==> src/rtl/tacf_pkg.sv <==
// ----------------------------------------------------------------------------
// tacf_pkg: shared types, constants and microcode for the tilt filter
// Holds the control word layout, the FIR tap table, the saturation helper and
// the read-only program that the sequencer steps through.
// ----------------------------------------------------------------------------
`default_nettype none

package tacf_pkg;

  localparam int SAMPLE_BITS_DEF = 10;
  localparam int TAPS            = 5;
  localparam int TAP_IDX_W       = 3;
  localparam int STEP_W          = 4;
  localparam int ANGLE_W         = 32;
  localparam int GAIN_W          = 16;
  localparam int CFG_IDX_W       = 3;
  localparam int CFG_DATA_W      = 16;

  // shared multiplier: a operand covers the widest difference or sum, b a
  // 16-bit unsigned gain or its negation
  localparam int OP_A_W = 35;
  localparam int OP_B_W = 17;
  localparam int PROD_W = OP_A_W + OP_B_W;
  localparam int ACC_W  = OP_A_W;

  // -1.0 in Q.16, used to fold the accelerometer offset into the fir sum
  localparam logic signed [OP_B_W-1:0] NEG_UNIT = 17'sh10000;

  // register reset values
  localparam logic [CFG_DATA_W-1:0] RST_ACCEL_BIAS   = 16'd512;
  localparam logic [CFG_DATA_W-1:0] RST_GYRO_BIAS    = 16'd512;
  localparam logic [CFG_DATA_W-1:0] RST_STEER_OFFSET = 16'd512;
  localparam logic [GAIN_W-1:0]     RST_ACCEL_GAIN   = 16'd256;
  localparam logic [GAIN_W-1:0]     RST_GYRO_GAIN    = 16'd83;
  localparam logic [GAIN_W-1:0]     RST_TICK_PERIOD  = 16'd328;
  localparam logic [GAIN_W-1:0]     RST_CORR_RATE    = 16'd32768;

  typedef enum logic [CFG_IDX_W-1:0] {
    CFG_ACCEL_BIAS,
    CFG_GYRO_BIAS,
    CFG_STEER_OFFSET,
    CFG_ACCEL_GAIN,
    CFG_GYRO_GAIN,
    CFG_TICK_PERIOD,
    CFG_CORR_RATE
  } cfg_reg_t;

  typedef struct packed {
    logic [CFG_DATA_W-1:0] accel_bias;
    logic [CFG_DATA_W-1:0] gyro_bias;
    logic [CFG_DATA_W-1:0] steer_offset;
    logic [GAIN_W-1:0]     accel_gain;
    logic [GAIN_W-1:0]     gyro_gain;
    logic [GAIN_W-1:0]     tick_period;
    logic [GAIN_W-1:0]     corr_rate;
  } cfg_t;

  typedef enum logic [3:0] {
    A_ZERO,
    A_SAMPLE,
    A_ACC_OFFSET,
    A_GYRO_DIFF,
    A_STEER_DIFF,
    A_ACC,
    A_TILT_ERR,
    A_SRATE,
    A_ACC_RATE,
    A_RATE
  } a_sel_t;

  typedef enum logic [2:0] {
    B_ZERO,
    B_TAP,
    B_NEG_UNIT,
    B_NEG_GGAIN,
    B_NEG_AGAIN,
    B_CRATE,
    B_TICK
  } b_sel_t;

  // what happens to the product of the previous step
  typedef enum logic [3:0] {
    WB_NONE,
    WB_ACC_LOAD,
    WB_ACC_ADD,
    WB_TILT,
    WB_RATE,
    WB_SRATE,
    WB_ACC_CORR,
    WB_STEER,
    WB_GYRO,
    WB_FUSED
  } wb_t;

  typedef enum logic [1:0] {
    JMP_NONE,
    JMP_IN_WAIT,
    JMP_OUT_WAIT
  } jmp_t;

  typedef struct packed {
    a_sel_t               a_sel;
    b_sel_t               b_sel;
    logic [TAP_IDX_W-1:0] tap;
    wb_t                  wb;
    logic                 adv_ring;
    jmp_t                 jmp;
    logic [STEP_W-1:0]    target;
  } ctrl_t;

  typedef struct packed {
    logic in_valid;
    logic out_busy;
  } seq_status_t;

  typedef struct packed {
    logic in_ready;
    logic accept;
    logic out_load;
  } seq_hs_t;

  typedef struct packed {
    logic signed [ANGLE_W-1:0] tilt;
    logic signed [ANGLE_W-1:0] prev;
    logic signed [ANGLE_W-1:0] rate;
    logic signed [ANGLE_W-1:0] gyro;
    logic signed [ANGLE_W-1:0] steer;
  } results_t;

  // fir taps, coefficient times gain in Q0.16, newest sample first
  function automatic logic [GAIN_W-1:0] fir_tap(input logic [TAP_IDX_W-1:0] idx);
    logic [GAIN_W-1:0] t;
    case (idx)
      3'd0:    t = 16'd1043;
      3'd1:    t = 16'd9372;
      3'd2:    t = 16'd22874;
      3'd3:    t = 16'd22874;
      3'd4:    t = 16'd9372;
      default: t = 16'd0;
    endcase
    return t;
  endfunction

  function automatic logic signed [ANGLE_W-1:0] sat32(input logic signed [63:0] v);
    logic signed [ANGLE_W-1:0] r;
    if (v > 64'sd2147483647) begin
      r = 32'sh7fffffff;
    end else if (v < -64'sd2147483648) begin
      r = 32'sh80000000;
    end else begin
      r = v[ANGLE_W-1:0];
    end
    return r;
  endfunction

  function automatic ctrl_t uword(input a_sel_t a, input b_sel_t b,
                                 input logic [TAP_IDX_W-1:0] tap, input wb_t wb,
                                 input logic adv, input jmp_t jmp,
                                 input logic [STEP_W-1:0] target);
    ctrl_t c;
    c.a_sel    = a;
    c.b_sel    = b;
    c.tap      = tap;
    c.wb       = wb;
    c.adv_ring = adv;
    c.jmp      = jmp;
    c.target   = target;
    return c;
  endfunction

  // the program: one multiply issued per step, its product written back
  // by the following step
  function automatic ctrl_t ucode(input logic [STEP_W-1:0] step);
    ctrl_t c;
    unique case (step)
      4'd0:  c = uword(A_ZERO,       B_ZERO,      3'd0, WB_NONE,     1'b0, JMP_IN_WAIT,  4'd0);
      4'd1:  c = uword(A_SAMPLE,     B_TAP,       3'd0, WB_NONE,     1'b0, JMP_NONE,     4'd0);
      4'd2:  c = uword(A_SAMPLE,     B_TAP,       3'd1, WB_ACC_LOAD, 1'b0, JMP_NONE,     4'd0);
      4'd3:  c = uword(A_SAMPLE,     B_TAP,       3'd2, WB_ACC_ADD,  1'b0, JMP_NONE,     4'd0);
      4'd4:  c = uword(A_SAMPLE,     B_TAP,       3'd3, WB_ACC_ADD,  1'b0, JMP_NONE,     4'd0);
      4'd5:  c = uword(A_SAMPLE,     B_TAP,       3'd4, WB_ACC_ADD,  1'b0, JMP_NONE,     4'd0);
      4'd6:  c = uword(A_ACC_OFFSET, B_NEG_UNIT,  3'd0, WB_ACC_ADD,  1'b0, JMP_NONE,     4'd0);
      4'd7:  c = uword(A_GYRO_DIFF,  B_NEG_GGAIN, 3'd0, WB_ACC_ADD,  1'b0, JMP_NONE,     4'd0);
      4'd8:  c = uword(A_ACC,        B_NEG_AGAIN, 3'd0, WB_RATE,     1'b0, JMP_NONE,     4'd0);
      4'd9:  c = uword(A_STEER_DIFF, B_NEG_AGAIN, 3'd0, WB_TILT,     1'b0, JMP_NONE,     4'd0);
      4'd10: c = uword(A_TILT_ERR,   B_CRATE,     3'd0, WB_SRATE,    1'b0, JMP_NONE,     4'd0);
      4'd11: c = uword(A_SRATE,      B_TICK,      3'd0, WB_ACC_CORR, 1'b0, JMP_NONE,     4'd0);
      4'd12: c = uword(A_ACC_RATE,   B_TICK,      3'd0, WB_STEER,    1'b0, JMP_NONE,     4'd0);
      4'd13: c = uword(A_RATE,       B_TICK,      3'd0, WB_FUSED,    1'b0, JMP_NONE,     4'd0);
      4'd14: c = uword(A_ZERO,       B_ZERO,      3'd0, WB_GYRO,     1'b1, JMP_NONE,     4'd0);
      4'd15: c = uword(A_ZERO,       B_ZERO,      3'd0, WB_NONE,     1'b0, JMP_OUT_WAIT, 4'd15);
      default: c = uword(A_ZERO,     B_ZERO,      3'd0, WB_NONE,     1'b0, JMP_NONE,     4'd0);
    endcase
    return c;
  endfunction

endpackage

`default_nettype wire

==> src/rtl/tilt_angle_complementary_filter_core.sv <==
// ----------------------------------------------------------------------------
// tilt_angle_complementary_filter_core: tilt estimator top level
// Usage:
//   input beat: one accelerometer, tilt gyro and steering gyro sample per
//     control tick, taken on in_valid && in_ready
//   output beat: accel_tilt, fused_angle (value before this tick's update),
//     tilt_rate, gyro_only_angle and steer_angle, all signed Q16.16,
//     presented on out_valid until out_ready
//   config: cfg_index selects the register, cfg_data the value; writes are
//     taken every cycle and belong in idle periods only
// Timing: a beat accepted at step 0 runs through a 16-word program on one
//   shared 35x17 multiplier, used once per step; the result is loaded into
//   the output register at the last step, and no new input beat is taken
//   until the program has returned to step 0.
// Reset clears the sample ring, ring position and the three integrals and
//   loads the register defaults; out_valid drops.
// A stalled receiver holds the output register; the next beat may be taken
//   and computed meanwhile, then the sequencer waits on its last step until
//   the output register frees up, and in_ready stays low until then.
// ----------------------------------------------------------------------------
`default_nettype none

module tilt_angle_complementary_filter_core
  import tacf_pkg::*;
#(
  parameter int SAMPLE_BITS = SAMPLE_BITS_DEF
) (
  input  logic                      clk,
  input  logic                      rst,
  // input samples
  input  logic                      in_valid,
  output logic                      in_ready,
  input  logic [SAMPLE_BITS-1:0]    accel_sample,
  input  logic [SAMPLE_BITS-1:0]    tilt_gyro_sample,
  input  logic [SAMPLE_BITS-1:0]    steer_gyro_sample,
  // results
  output logic                      out_valid,
  input  logic                      out_ready,
  output logic signed [ANGLE_W-1:0] accel_tilt,
  output logic signed [ANGLE_W-1:0] fused_angle,
  output logic signed [ANGLE_W-1:0] tilt_rate,
  output logic signed [ANGLE_W-1:0] gyro_only_angle,
  output logic signed [ANGLE_W-1:0] steer_angle,
  // register writes
  input  logic                      cfg_valid,
  output logic                      cfg_ready,
  input  logic [CFG_IDX_W-1:0]      cfg_index,
  input  logic [CFG_DATA_W-1:0]     cfg_data
);

  cfg_t        cfg;
  ctrl_t       ctrl;
  seq_hs_t     hs;
  seq_status_t status;
  results_t    res;

  // register file is always writable
  assign cfg_ready = 1'b1;

  always_ff @(posedge clk) begin
    if (rst) begin
      cfg.accel_bias   <= RST_ACCEL_BIAS;
      cfg.gyro_bias    <= RST_GYRO_BIAS;
      cfg.steer_offset <= RST_STEER_OFFSET;
      cfg.accel_gain   <= RST_ACCEL_GAIN;
      cfg.gyro_gain    <= RST_GYRO_GAIN;
      cfg.tick_period  <= RST_TICK_PERIOD;
      cfg.corr_rate    <= RST_CORR_RATE;
    end else if (cfg_valid && cfg_ready) begin
      unique case (cfg_reg_t'(cfg_index))
        // offsets keep only the sample width
        CFG_ACCEL_BIAS:   cfg.accel_bias   <= CFG_DATA_W'(cfg_data[SAMPLE_BITS-1:0]);
        CFG_GYRO_BIAS:    cfg.gyro_bias    <= CFG_DATA_W'(cfg_data[SAMPLE_BITS-1:0]);
        CFG_STEER_OFFSET: cfg.steer_offset <= CFG_DATA_W'(cfg_data[SAMPLE_BITS-1:0]);
        CFG_ACCEL_GAIN:   cfg.accel_gain   <= cfg_data;
        CFG_GYRO_GAIN:    cfg.gyro_gain    <= cfg_data;
        CFG_TICK_PERIOD:  cfg.tick_period  <= cfg_data;
        CFG_CORR_RATE:    cfg.corr_rate    <= cfg_data;
        default:          ;  // unused index, write dropped
      endcase
    end
  end

  // sequencer sees the input beat and whether the output slot is held
  assign status.in_valid = in_valid;
  assign status.out_busy = out_valid && !out_ready;

  tacf_useq u_useq (
    .clk    (clk),
    .rst    (rst),
    .status (status),
    .ctrl   (ctrl),
    .hs     (hs)
  );

  tacf_datapath #(
    .SAMPLE_BITS (SAMPLE_BITS)
  ) u_datapath (
    .clk               (clk),
    .rst               (rst),
    .ctrl              (ctrl),
    .hs                (hs),
    .cfg               (cfg),
    .accel_sample      (accel_sample),
    .tilt_gyro_sample  (tilt_gyro_sample),
    .steer_gyro_sample (steer_gyro_sample),
    .res               (res)
  );

  assign in_ready = hs.in_ready;

  // output register, decouples the receiver from the sequencer
  always_ff @(posedge clk) begin
    if (rst) begin
      out_valid <= 1'b0;
    end else if (hs.out_load) begin
      out_valid <= 1'b1;
    end else if (out_ready) begin
      out_valid <= 1'b0;
    end
  end

  always_ff @(posedge clk) begin
    if (hs.out_load) begin
      accel_tilt      <= res.tilt;
      fused_angle     <= res.prev;
      tilt_rate       <= res.rate;
      gyro_only_angle <= res.gyro;
      steer_angle     <= res.steer;
    end
  end

`ifndef SYNTHESIS
  // once a beat is taken the program runs, so no second beat right behind it
  a_busy_after_accept: assert property (@(posedge clk) disable iff (rst)
    in_valid && in_ready |=> !in_ready)
    else $error("input taken while program still running");

  // a finished result always lands in the output register
  a_load_shows_result: assert property (@(posedge clk) disable iff (rst)
    hs.out_load |=> out_valid)
    else $error("result load did not raise out_valid");

  // the sequencer never overwrites a result the receiver still holds
  a_no_load_over_held: assert property (@(posedge clk) disable iff (rst)
    out_valid && !out_ready |-> !hs.out_load)
    else $error("result overwritten while stalled");
`endif

endmodule

`default_nettype wire

==> src/rtl/tacf_useq.sv <==
// ----------------------------------------------------------------------------
// tacf_useq: microcode sequencer
// Step counter over the program table with conditional self-jumps that wait
// for an input beat and for a free output slot.
// ----------------------------------------------------------------------------
`default_nettype none

module tacf_useq
  import tacf_pkg::*;
(
  input  logic        clk,
  input  logic        rst,
  input  seq_status_t status,
  output ctrl_t       ctrl,
  output seq_hs_t     hs
);

  logic [STEP_W-1:0] step;
  logic [STEP_W-1:0] step_next;
  logic              stay;

  always_ff @(posedge clk) begin
    if (rst) begin
      step <= '0;
    end else begin
      step <= step_next;
    end
  end

  always_comb begin
    ctrl = ucode(step);
    unique case (ctrl.jmp)
      JMP_NONE:     stay = 1'b0;
      JMP_IN_WAIT:  stay = !status.in_valid;
      JMP_OUT_WAIT: stay = status.out_busy;
      default:      stay = 1'b0;
    endcase
    step_next   = stay ? ctrl.target : step + 1'b1;
    hs.in_ready = (ctrl.jmp == JMP_IN_WAIT);
    hs.accept   = hs.in_ready && status.in_valid;
    hs.out_load = (ctrl.jmp == JMP_OUT_WAIT) && !status.out_busy;
  end

endmodule

`default_nettype wire

==> src/rtl/tacf_datapath.sv <==
// ----------------------------------------------------------------------------
// tacf_datapath: shared multiply datapath
// Sample ring, operand selects, one registered signed multiplier, an
// accumulator and the angle and rate registers written back under microcode.
// ----------------------------------------------------------------------------
`default_nettype none

module tacf_datapath
  import tacf_pkg::*;
#(
  parameter int SAMPLE_BITS = SAMPLE_BITS_DEF
) (
  input  logic                   clk,
  input  logic                   rst,
  input  ctrl_t                  ctrl,
  input  seq_hs_t                hs,
  input  cfg_t                   cfg,
  input  logic [SAMPLE_BITS-1:0] accel_sample,
  input  logic [SAMPLE_BITS-1:0] tilt_gyro_sample,
  input  logic [SAMPLE_BITS-1:0] steer_gyro_sample,
  output results_t               res
);

  localparam int DIFF_W = CFG_DATA_W + 1;

  logic [SAMPLE_BITS-1:0]     ring [TAPS];
  logic [TAP_IDX_W-1:0]       pos;
  logic [SAMPLE_BITS-1:0]     gyro_s;
  logic [SAMPLE_BITS-1:0]     steer_s;

  logic signed [PROD_W-1:0]   prod;
  logic signed [ACC_W-1:0]    acc;
  logic signed [ANGLE_W-1:0]  tilt;
  logic signed [ANGLE_W-1:0]  rate;
  logic signed [ANGLE_W-1:0]  srate;
  logic signed [ANGLE_W-1:0]  prev;
  logic signed [ANGLE_W-1:0]  fused;
  logic signed [ANGLE_W-1:0]  gyro_int;
  logic signed [ANGLE_W-1:0]  steer_int;

  logic [TAP_IDX_W:0]         idx_sum;
  logic [TAP_IDX_W-1:0]       idx;
  logic signed [DIFF_W-1:0]   gdiff;
  logic signed [DIFF_W-1:0]   sdiff;
  logic signed [OP_A_W-1:0]   op_a;
  logic signed [OP_B_W-1:0]   op_b;
  logic signed [63:0]         p64;
  logic signed [63:0]         p_shr8;
  logic signed [63:0]         p_shl8;
  logic signed [63:0]         p_shr16;

  // ring read address, wraps modulo the tap count
  assign idx_sum = {1'b0, pos} + {1'b0, ctrl.tap};
  assign idx     = (idx_sum >= (TAP_IDX_W+1)'(TAPS)) ?
                   TAP_IDX_W'(idx_sum - (TAP_IDX_W+1)'(TAPS)) : TAP_IDX_W'(idx_sum);

  assign gdiff = $signed(DIFF_W'(gyro_s)) - $signed(DIFF_W'(cfg.gyro_bias));
  assign sdiff = $signed(DIFF_W'(steer_s)) - $signed(DIFF_W'(cfg.steer_offset));

  always_comb begin
    case (ctrl.a_sel)
      A_SAMPLE:     op_a = $signed(OP_A_W'(ring[idx]));
      A_ACC_OFFSET: op_a = $signed(OP_A_W'(cfg.accel_bias));
      A_GYRO_DIFF:  op_a = OP_A_W'(gdiff);
      A_STEER_DIFF: op_a = OP_A_W'(sdiff);
      A_ACC:        op_a = acc;
      A_TILT_ERR:   op_a = OP_A_W'(OP_A_W'(tilt) - OP_A_W'(prev));
      A_SRATE:      op_a = OP_A_W'(srate);
      A_ACC_RATE:   op_a = acc + OP_A_W'(rate);
      A_RATE:       op_a = OP_A_W'(rate);
      default:      op_a = '0;
    endcase
    case (ctrl.b_sel)
      B_TAP:        op_b = $signed({1'b0, fir_tap(ctrl.tap)});
      B_NEG_UNIT:   op_b = NEG_UNIT;
      B_NEG_GGAIN:  op_b = -$signed({1'b0, cfg.gyro_gain});
      B_NEG_AGAIN:  op_b = -$signed({1'b0, cfg.accel_gain});
      B_CRATE:      op_b = $signed({1'b0, cfg.corr_rate});
      B_TICK:       op_b = $signed({1'b0, cfg.tick_period});
      default:      op_b = '0;
    endcase
  end

  // shifted views of the previous product
  assign p64     = 64'(prod);
  assign p_shr8  = p64 >>> 8;
  assign p_shl8  = p64 <<< 8;
  assign p_shr16 = p64 >>> 16;

  always_ff @(posedge clk) begin
    prod <= PROD_W'(op_a) * PROD_W'(op_b);
    case (ctrl.wb)
      WB_ACC_LOAD: acc   <= ACC_W'(prod);
      WB_ACC_ADD:  acc   <= acc + ACC_W'(prod);
      WB_TILT:     tilt  <= sat32(p_shr8);
      WB_RATE:     rate  <= sat32(p_shl8);
      WB_SRATE:    srate <= sat32(p_shl8);
      WB_ACC_CORR: acc   <= ACC_W'(p_shr16);
      default:     ;
    endcase
    if (hs.accept) begin
      gyro_s  <= tilt_gyro_sample;
      steer_s <= steer_gyro_sample;
      prev    <= fused;
    end
  end

  // filter state and integrals
  always_ff @(posedge clk) begin
    if (rst) begin
      for (int i = 0; i < TAPS; i++) begin
        ring[i] <= '0;
      end
      pos       <= '0;
      fused     <= '0;
      gyro_int  <= '0;
      steer_int <= '0;
    end else begin
      if (hs.accept) begin
        ring[pos] <= accel_sample;
      end
      if (ctrl.adv_ring) begin
        pos <= (pos == TAP_IDX_W'(TAPS - 1)) ? '0 : pos + 1'b1;
      end
      case (ctrl.wb)
        WB_STEER: steer_int <= sat32(64'(steer_int) + p_shr16);
        WB_GYRO:  gyro_int  <= sat32(64'(gyro_int) + p_shr16);
        WB_FUSED: fused     <= sat32(64'(fused) + p_shr16);
        default:  ;
      endcase
    end
  end

  assign res.tilt  = tilt;
  assign res.prev  = prev;
  assign res.rate  = rate;
  assign res.gyro  = gyro_int;
  assign res.steer = steer_int;

endmodule

`default_nettype wire
==> config.mk <==
export PLATFORM = sky130hd
export DESIGN_NAME = tilt_angle_complementary_filter_core
export DESIGN_NICKNAME = d
export VERILOG_FILES = /design/src/rtl/tacf_pkg.sv /design/src/rtl/tilt_angle_complementary_filter_core.sv /design/src/rtl/tacf_useq.sv /design/src/rtl/tacf_datapath.sv
export SDC_FILE = /design/constraint.sdc
export NUM_CORES = 2
export LEC_CHECK = 0
export BUFFER_PORTS_ARGS = -buffer_cell sky130_fd_sc_hd__buf_4
export CORE_AREA = 5 5 459 461
export CTS_CLUSTER_SIZE = 12
export DETAILED_ROUTE_END_ITERATION = 7
export DIE_AREA = 0 0 464 466
export PLACE_DENSITY_LB_ADDON = 0.05
export SYNTH_ARGS = -nofsm -noshare
export SYNTH_HDL_FRONTEND = slang
export SYNTH_SLANG_ARGS = --single-unit
==> constraint.sdc <==
create_clock -name clk -period 9.04 [get_ports clk]
set_input_delay 1.808 -clock clk [delete_from_list [all_inputs] [get_ports clk]]
set_output_delay 1.808 -clock clk [all_outputs]
set_load 0.02 [all_outputs]
==> Word-level counts from Yosys, hierarchy flattened <==
Memory sizes are Yosys's and may differ from the RTL's. A register that Yosys moved wholly into a read port is not among the register bits.
Index checks and enable logic that the tools add are counted.
{ "totals": {"reg_bits": 593, "latchBits": 0, "ram_bits": 50, "romBits": 336, "input_bits": 54, "out_inout_bits": 163, "elab_cells": 139, "mem_count": 2} }
{ "memory_table": {"columns": ["name", "words", "width", "read_ports", "rd_clocked_by_memory_dff", "wr", "line_no", "rtl"], "rows": [
  ["(no name shown)", 16, 21, 1, 1, 0, "tacf_pkg.sv:175", "unique case (step)"],
  ["u_datapath.ring", 5, 10, 1, 0, 5, "tacf_datapath.sv:26", "logic [SAMPLE_BITS-1:0] ring [TAPS];"]
]} }
{ "classes": {"n_addsub": 14, "mul": 1, "div_mod_pow": 0, "n_lt_le_gt_ge": 11, "n_eq_ne": 37, "shifts": 0, "mux": 28, "bitwise_logic": 0, "n_reduce_logical": 20} }
{ "ops": {"columns": ["operator", "n"], "rows": [
  ["$pmux W35 S9", 1],
  ["$mux W32", 9],
  ["$gt A64 B32 Y1 const B", 3],
  ["$lt A64 B32 Y1 const B", 3],
  ["$add A32 B36 Y37", 3],
  ["$pmux W35 S3", 1],
  ["$pmux W17 S6", 1],
  ["$gt A60 B32 Y1 const B", 1],
  ["$lt A60 B32 Y1 const B", 1],
  ["$mul A35 B17 Y52", 1],
  ["$pmux W15 S3", 1],
  ["$gt A44 B32 Y1 const B", 1],
  ["$lt A44 B32 Y1 const B", 1],
  ["$add A35 B32 Y35", 1],
  ["$add A35 B35 Y35", 1],
  ["$neg A16 Y17", 2],
  ["$sub A32 B32 Y33", 1],
  ["$eq A4 B3 Y1 const B", 8],
  ["$eq A3 B3 Y1 const B", 8],
  ["$sub A10 B10 Y11", 2],
  ["$eq A3 B2 Y1 const B", 6],
  ["$eq A4 B2 Y1 const B", 4],
  ["$eq A4 B4 Y1 const B", 4],
  ["$reduce_and A2 Y1", 7],
  ["21 further kinds", 40]
]} }

==> Longest topological paths before layout <==
{ "logic_depth": {"ltp_word": 7, "mapped_depth": 41, "ltp_nobuf": 38} }

==> Hierarchy <==
From an unflattened synthesis, not the netlist that was laid out.
{ "unflattened": {"hier_cells": 6073, "area_unflattened_um2": 58841.4} }
{ "modules_own_cells": {"columns": ["module", "instances", "cells_each", "area_each_um2"], "rows": [
  ["tacf_datapath", 1, 5449, 49078.3],
  ["tilt_angle_complementary_filter_core", 1, 508, 8604.5],
  ["tacf_useq", 1, 116, 1158.6]
]} }

==> Worst setup path before layout <==
OpenSTA, ideal clock, no wires.
{ "synth_timing": {"kind": "flip-flop to flip-flop", "start": "register, netlist name u_useq.ctrl[11]", "end": "register u_datapath.prod[48]", "setup_ns": 0.119, "t_arrival_ns": 9.242, "t_required_ns": 8.921, "setup_slack_ns": -0.321, "path_stages_with_launch": 35, "n_path_buf": 3, "path_cell_list": "dfxtp_1 ha_1 fa_1 inv_1 ha_1 nor2b_1 o21ai_1 a211oi_2 mux2i_1 clkbuf_1 mux4_2 mux2i_1 nor2_1 nor4b_2 buf_2 nor2_1 fa_1 fa_1 fa_1 fa_1 fa_1 inv_1 fa_1 inv_1 ha_1 clkbuf_1 nand3_1 or2_2 o21a_1 o2111a_1 o31ai_1 a21oi_1 o21a_1 o21a_1 xnor2_1"} }
{ "synth_via": {"elab_chain_cells": 6, "word_cells_on_any_way": 16, "classes_between": "add/sub: 2; mul: 1; order compare: 1; eq/ne: 4; mux: 4; reduce/logical: 3; memory: 1"} }
{ "synth_lines": {"columns": ["item", "line_no", "rtl"], "rows": [
  ["$add A3 B3 Y4", "tacf_datapath.sv:53", "assign idx_sum = {1'b0, pos} + {1'b0, ctrl.tap};"],
  ["$ge A4 B3 Y1 or $sub A3 B3 Y3 (tied branches)", "tacf_datapath.sv:54, tacf_datapath.sv:55", null],
  ["$mux W3", "tacf_datapath.sv:54", "assign idx = (idx_sum >= (TAP_IDX_W+1)'(TAPS)) ?"],
  ["$mem_v2 Z5 W10", null, null],
  ["$pmux W35 S9", "tacf_datapath.sv:61", "case (ctrl.a_sel)"],
  ["$mul A35 B17 Y52 (*)", "tacf_datapath.sv:91", "prod <= PROD_W'(op_a) * PROD_W'(op_b);"],
  ["to (signal assigned)", "tacf_datapath.sv:91", null],
  ["to (decl)", "tacf_datapath.sv:31", "logic signed [PROD_W-1:0] prod;"]
]} }
Every way passes the cells marked *; elsewhere a longest branch is shown, timed or not.
A chain may end at the register's enable or synchronous reset.

==> Worst setup path in the final report <==
{ "layout_timing": {"start": "register u_datapath.pos[0]", "end": "register u_datapath.prod[48]"} }
{ "layout_via": {"elab_chain_cells": 6, "word_cells_on_any_way": 7, "classes_between": "add/sub: 2; mul: 1; order compare: 1; mux: 2; memory: 1"} }
{ "layout_lines": {"columns": ["item", "line_no", "rtl"], "rows": [
  ["from (decl)", "tacf_datapath.sv:27", "logic [TAP_IDX_W-1:0] pos;"],
  ["from (signal assigned)", "tacf_datapath.sv:123", "pos <= (pos == TAP_IDX_W'(TAPS - 1)) ? '0 : pos + 1'b1;"],
  ["$add A3 B3 Y4 (*)", "tacf_datapath.sv:53", null],
  ["$ge A4 B3 Y1 or $sub A3 B3 Y3 (tied branches)", "tacf_datapath.sv:54, tacf_datapath.sv:55", null],
  ["$mux W3 (*)", "tacf_datapath.sv:54", null],
  ["$mem_v2 Z5 W10 (*)", null, null],
  ["$pmux W35 S9 (*)", "tacf_datapath.sv:61", null],
  ["$mul A35 B17 Y52 (*)", "tacf_datapath.sv:91", null]
]} }
Marked as above.

==> summary by stage <==
Layout
After the flow finishes, the layout carries non-filler instances totaling 9646. Summing all non-filler instances in the final layout gives an area of 72300 sq um. The area growth from synthesis to layout is 26.3%.

The layout has 21281 filler cells. The number of nets in the layout is 7862. Cells with a size suffix above 1 make up 21.5% of the layout.

Placement
Once placement completed, the tool counted placed cells totaling 9426. Input and output buffers added on the ports amount to 215. After detailed placement, the total cell area comes to 67500 sq um. The detailed-placement wirelength estimate is 183000 microns.

Routability-driven placement finished with a final weighted congestion of 0.940.

Worst setup path
The required arrival time at the worst endpoint is 9.63 ns. Counting stages on the worst path, the most repeated cell is fa_1. The critical path launch point type is a register. The maximum net fanout on the critical path is 8. Counting both buffers and inverters, the worst setup path holds a total of 8. The worst setup path is of the register to register kind. The register-to-register setup slack is -0.35 ns. Among cell families on the critical path, the largest total delay comes from adder cells. The slowest library cell on the worst path is fa_1.

The peak per-stage delay on the critical path is 0.59 ns. The startpoint of the most critical register-to-register path is u_datapath.pos[0]$_SDFFE_PP0P_. The element type at the critical path end is a register. The critical path starts at u_datapath.pos[0]$_SDFFE_PP0P_. The data arrival time of the critical path is 9.98 ns.

Power and ir drop
The internal portion of the total power is 10.6 mW. The share of total power dissipated in combinational logic is 60.9%. The part of the power in the clock network is 18.4%. The net switching fraction of the power is 45.0%. Power spread over the standard cell area amounts to 267 nW/um^2. The portion of total power attributed to sequential cells is 20.7%. The leakage power total is 31.8 nW. The total power draw is 19.3 mW. Summed over all nets, the switching power comes to 8.68 mW. IR analysis of the VDD net gives a maximum drop of 0.000226 V.

Logic synthesis
Sequential elements use 30.4% of the synthesized area. Synthesis produced 6052 cells. Counting flops with a built-in enable in the synthesized netlist gives 402. For this run, the leading register cell type out of synthesis is edfxtp_1. The number of synthesized register bits is 669.

The synthesized netlist occupies a cell area of 57200 sq um. The post-synthesis cell type count is 95. The Yosys warning count is 0.

After synthesis, the share of flip-flops with an asynchronous set or reset is 0%. Of all cell types, the one taking the most synthesized area is edfxtp_1. The top cell type's share of synthesized area is 21.1%.

In the post-synthesis netlist, the biggest area contributors are edfxtp_1 21%, fa_1 20%, dfxtp_1 9.3%. The net count of the mapped netlist is 7048. The post-synthesis area per instance is 9.45 sq um.

Clocking
In this run, post-CTS hold repair placed 0 buffers. The number of buffers added by the clock tree synthesis step is 85. Clock-pin slew was measured on the worst setup and hold paths at 0.06 ns. Clock tree synthesis found a total of 669 sinks. The root buffer cell chosen for the clock tree is clkbuf_16.

The latest clock arrival within the worst-skew pair is 0.73 ns. The maximum clock insertion buffer count is 3. The CTS tree is yes.

The H-tree was split into 3 levels.

Drt
Dividing the detail-routed via count by the number of cells gives 4.91. Once detail routing completed, the nets flagged for antenna violations numbered 0. The number of DRC violations after detailed-routing iteration 0 is 3143.

Wires add up to 233000 microns. The via count is 47376. Before antenna repair, the detailed router went through 5 iterations. The number of remaining DRC errors is 0. The post-detailed-route wirelength per cell is 24.2 microns.

Timing
Measured against its own limit, the worst slew margin works out to 19.6%. At the pin with the least slew margin, the transition time is 1.20 ns. The top achievable clock speed is 0.107 GHz. Setup repair after global routing could not meet its margin everywhere. The final critical-path setup slack is -0.347 ns. The sum of negative setup slack is -4.59 ns.

Of the available clock period, the critical path in the final layout requires 104%. Hold is met by 0.452 ns. The final hold violation count is 0. The final max-slew violation count is 0. The number of endpoints failing setup at the final stage is 21.

For the finished layout, the period the worst path requires is 9.39 ns. The largest clock skew in the final design is 0.0449 ns.

Flow run
The tool flagged a number of max-cap violations equal to 0.

Floorplanning
The die is 466 microns tall. The starting density of the core is 27.8%. The floorplan step defined a die boundary enclosing 216000 sq um. The die is 464 microns wide.

The number of standard-cell rows in the floorplan is 167. The I/O pin count is 217. The floorplan core area is 206000 sq um.

Outcome
The run finished, with violations left. The final reports fail on negative setup slack.

Global route
The global-route wire length before repair is 342000 microns. The number of global-route vias before repair is 48807. Summed over all layers, the global routing overflow is 0. For this run, the total global-route usage over all layers was measured as 21.2%.

Entering global routing, the biggest net connects 131 pins. The initial antenna violation count is 11.

Min path
The path class of the tightest hold or removal check is register to register. The launch point of the worst hold path is cfg[81]$_SDFFE_PP0P_.
-- kinds of logic after synthesis --
| family | synth area share [%] |
|---|---|
| AOI/OAI and AO/OA | 14.5 |
| xor gates and xnor gates | 4.10 |
| adders and majority gates | 28.1 |
| buffers and inverters | 6.73 |
| DFF | 30.4 |
| muxes | 1.16 |
| other | 0.00655 |
| and+or+nand+nor | 14.9 |
-- cell usage after synthesis, types with 18 or more instances --
| cell type | count |
|---|---|
| inv_1 | 734 |
| nor2_1 | 675 |
| nand2_1 | 649 |
| fa_1 | 575 |
| edfxtp_1 | 402 |
| ha_1 | 367 |
| a21oi_1 | 350 |
| dfxtp_1 | 267 |
| clkbuf_1 | 213 |
| o21ai_0 | 179 |
| xnor2_1 | 176 |
| a21o_1 | 168 |
| xor2_1 | 92 |
| a211oi_1 | 91 |
| nand3_1 | 79 |
| nand2b_1 | 74 |
| and2_1 | 73 |
| nor2b_1 | 70 |
| nor3_1 | 66 |
| a22oi_1 | 53 |
| or2_2 | 51 |
| nand4_1 | 39 |
| o21a_1 | 38 |
| o31a_1 | 36 |
| and3_1 | 34 |
| a31oi_1 | 33 |
| o21bai_1 | 30 |
| o211ai_1 | 29 |
| buf_2 | 22 |
| a222oi_1 | 21 |
| mux4_2 | 20 |
| mux2i_1 | 19 |
| nor4_1 | 19 |
| or3_1 | 18 |
-- path summary, 6_finish.rpt --
kind	endpoint	depth (start not counted)
worst min register to register	cfg[81]$_SDFFE_PP0P_	2
worst min-delay path	cfg[81]$_SDFFE_PP0P_	2
worst max-delay path	u_datapath.prod[48]$_DFF_P_	35
worst max register to register	u_datapath.prod[48]$_DFF_P_	35
-- layout make-up --
| cell class | instances | area, sq um | share of cell area (%) |
|---|---|---|---|
| repair buffers | 988 | 8470 | 11.7 |
| well taps | 2704 | 3380 | 4.68 |
| flip-flops and latches | 669 | 17400 | 24.1 |
| clock buffers | 122 | 2440 | 3.38 |
| clock inverters | 37 | 400 | 0.554 |
| multi-input cells | 4388 | 37400 | 51.7 |
| inverters | 734 | 2760 | 3.82 |
| diodes | 4 | 10.0 | 0.0139 |
-- flip-flops by register name (all words and copies together) (netlist names), 17 cells and up --
register,flops
u_datapath.steer_int,32
u_datapath.srate,25
u_useq.ctrl,17
accel_tilt,32
fused_angle,32
u_datapath.rate,25
steer_angle,32
gyro_only_angle,32
cfg,94
u_datapath.gyro_int,32
u_datapath.fused,32
u_datapath.prev,32
u_datapath.tilt,32
u_datapath.prod,52
u_datapath.acc,35
tilt_rate,25
u_datapath.ring,80
-- repair_timing --
action / CTS / global route
buffers inserted: 41 / 24
endpoints found under the setup margin: 32 / 35
pin swaps: 157 / 72
gates cloned: 2 / 0
gates resized for setup: 203 / 111
-- per-stage QoR --
stage / worst slack (ns) / util [%]
floorplan: -0.143 / -
global placement: -0.949 / 32.8
detailed placement: -1.09 / 32.8
CTS: -0.379 / 34.8
global route: -0.674 / 35.1
finish: -0.347 / 35.1
-- power groups by stage --
stage	sequential [mW]	clock, mW	combinational [mW]
6_report	4.00	3.54	11.8
3_5_place_dp	4.06	0	11.1
3_3_place_gp	4.06	0	11.1
4_1_cts	4.00	3.67	11.6
5_1_grt	4.00	3.78	12.9
2_1_floorplan	3.90	0	6.10
-- routing by layer --
layer	up-vias	routed length, microns	global-route usage, %
li1	22120	-	-
met1	24023	108000	29.7
met2	1013	110000	35.4
met3	218	10200	2.69
met4	2	4850	4.29
met5	-	20	0
-- placed cells by master, fill, tap and decap left out, drive strengths merged, types with 92 or more instances in the layout --
master,count
edfxtp,402
xnor2,176
buf,987
clkbuf,123
a21o,169
o21ai,190
xor2,92
nand2,649
fa,575
dfxtp,267
inv,740
a21oi,360
a211oi,97
nor2,675
ha,367
-- worst register-to-register path, delay by kind of cell, from the launching register on --
kind,cells,cell delay [ns]
fa+ha+maj,10,4.25
compound gates,7,1.48
simple gates,6,1.29
buf+inv,8,0.90
mux,2,0.74
flops,1,0.34
xor+xnor,2,0.28
Power figures use the tool's default switching activity.
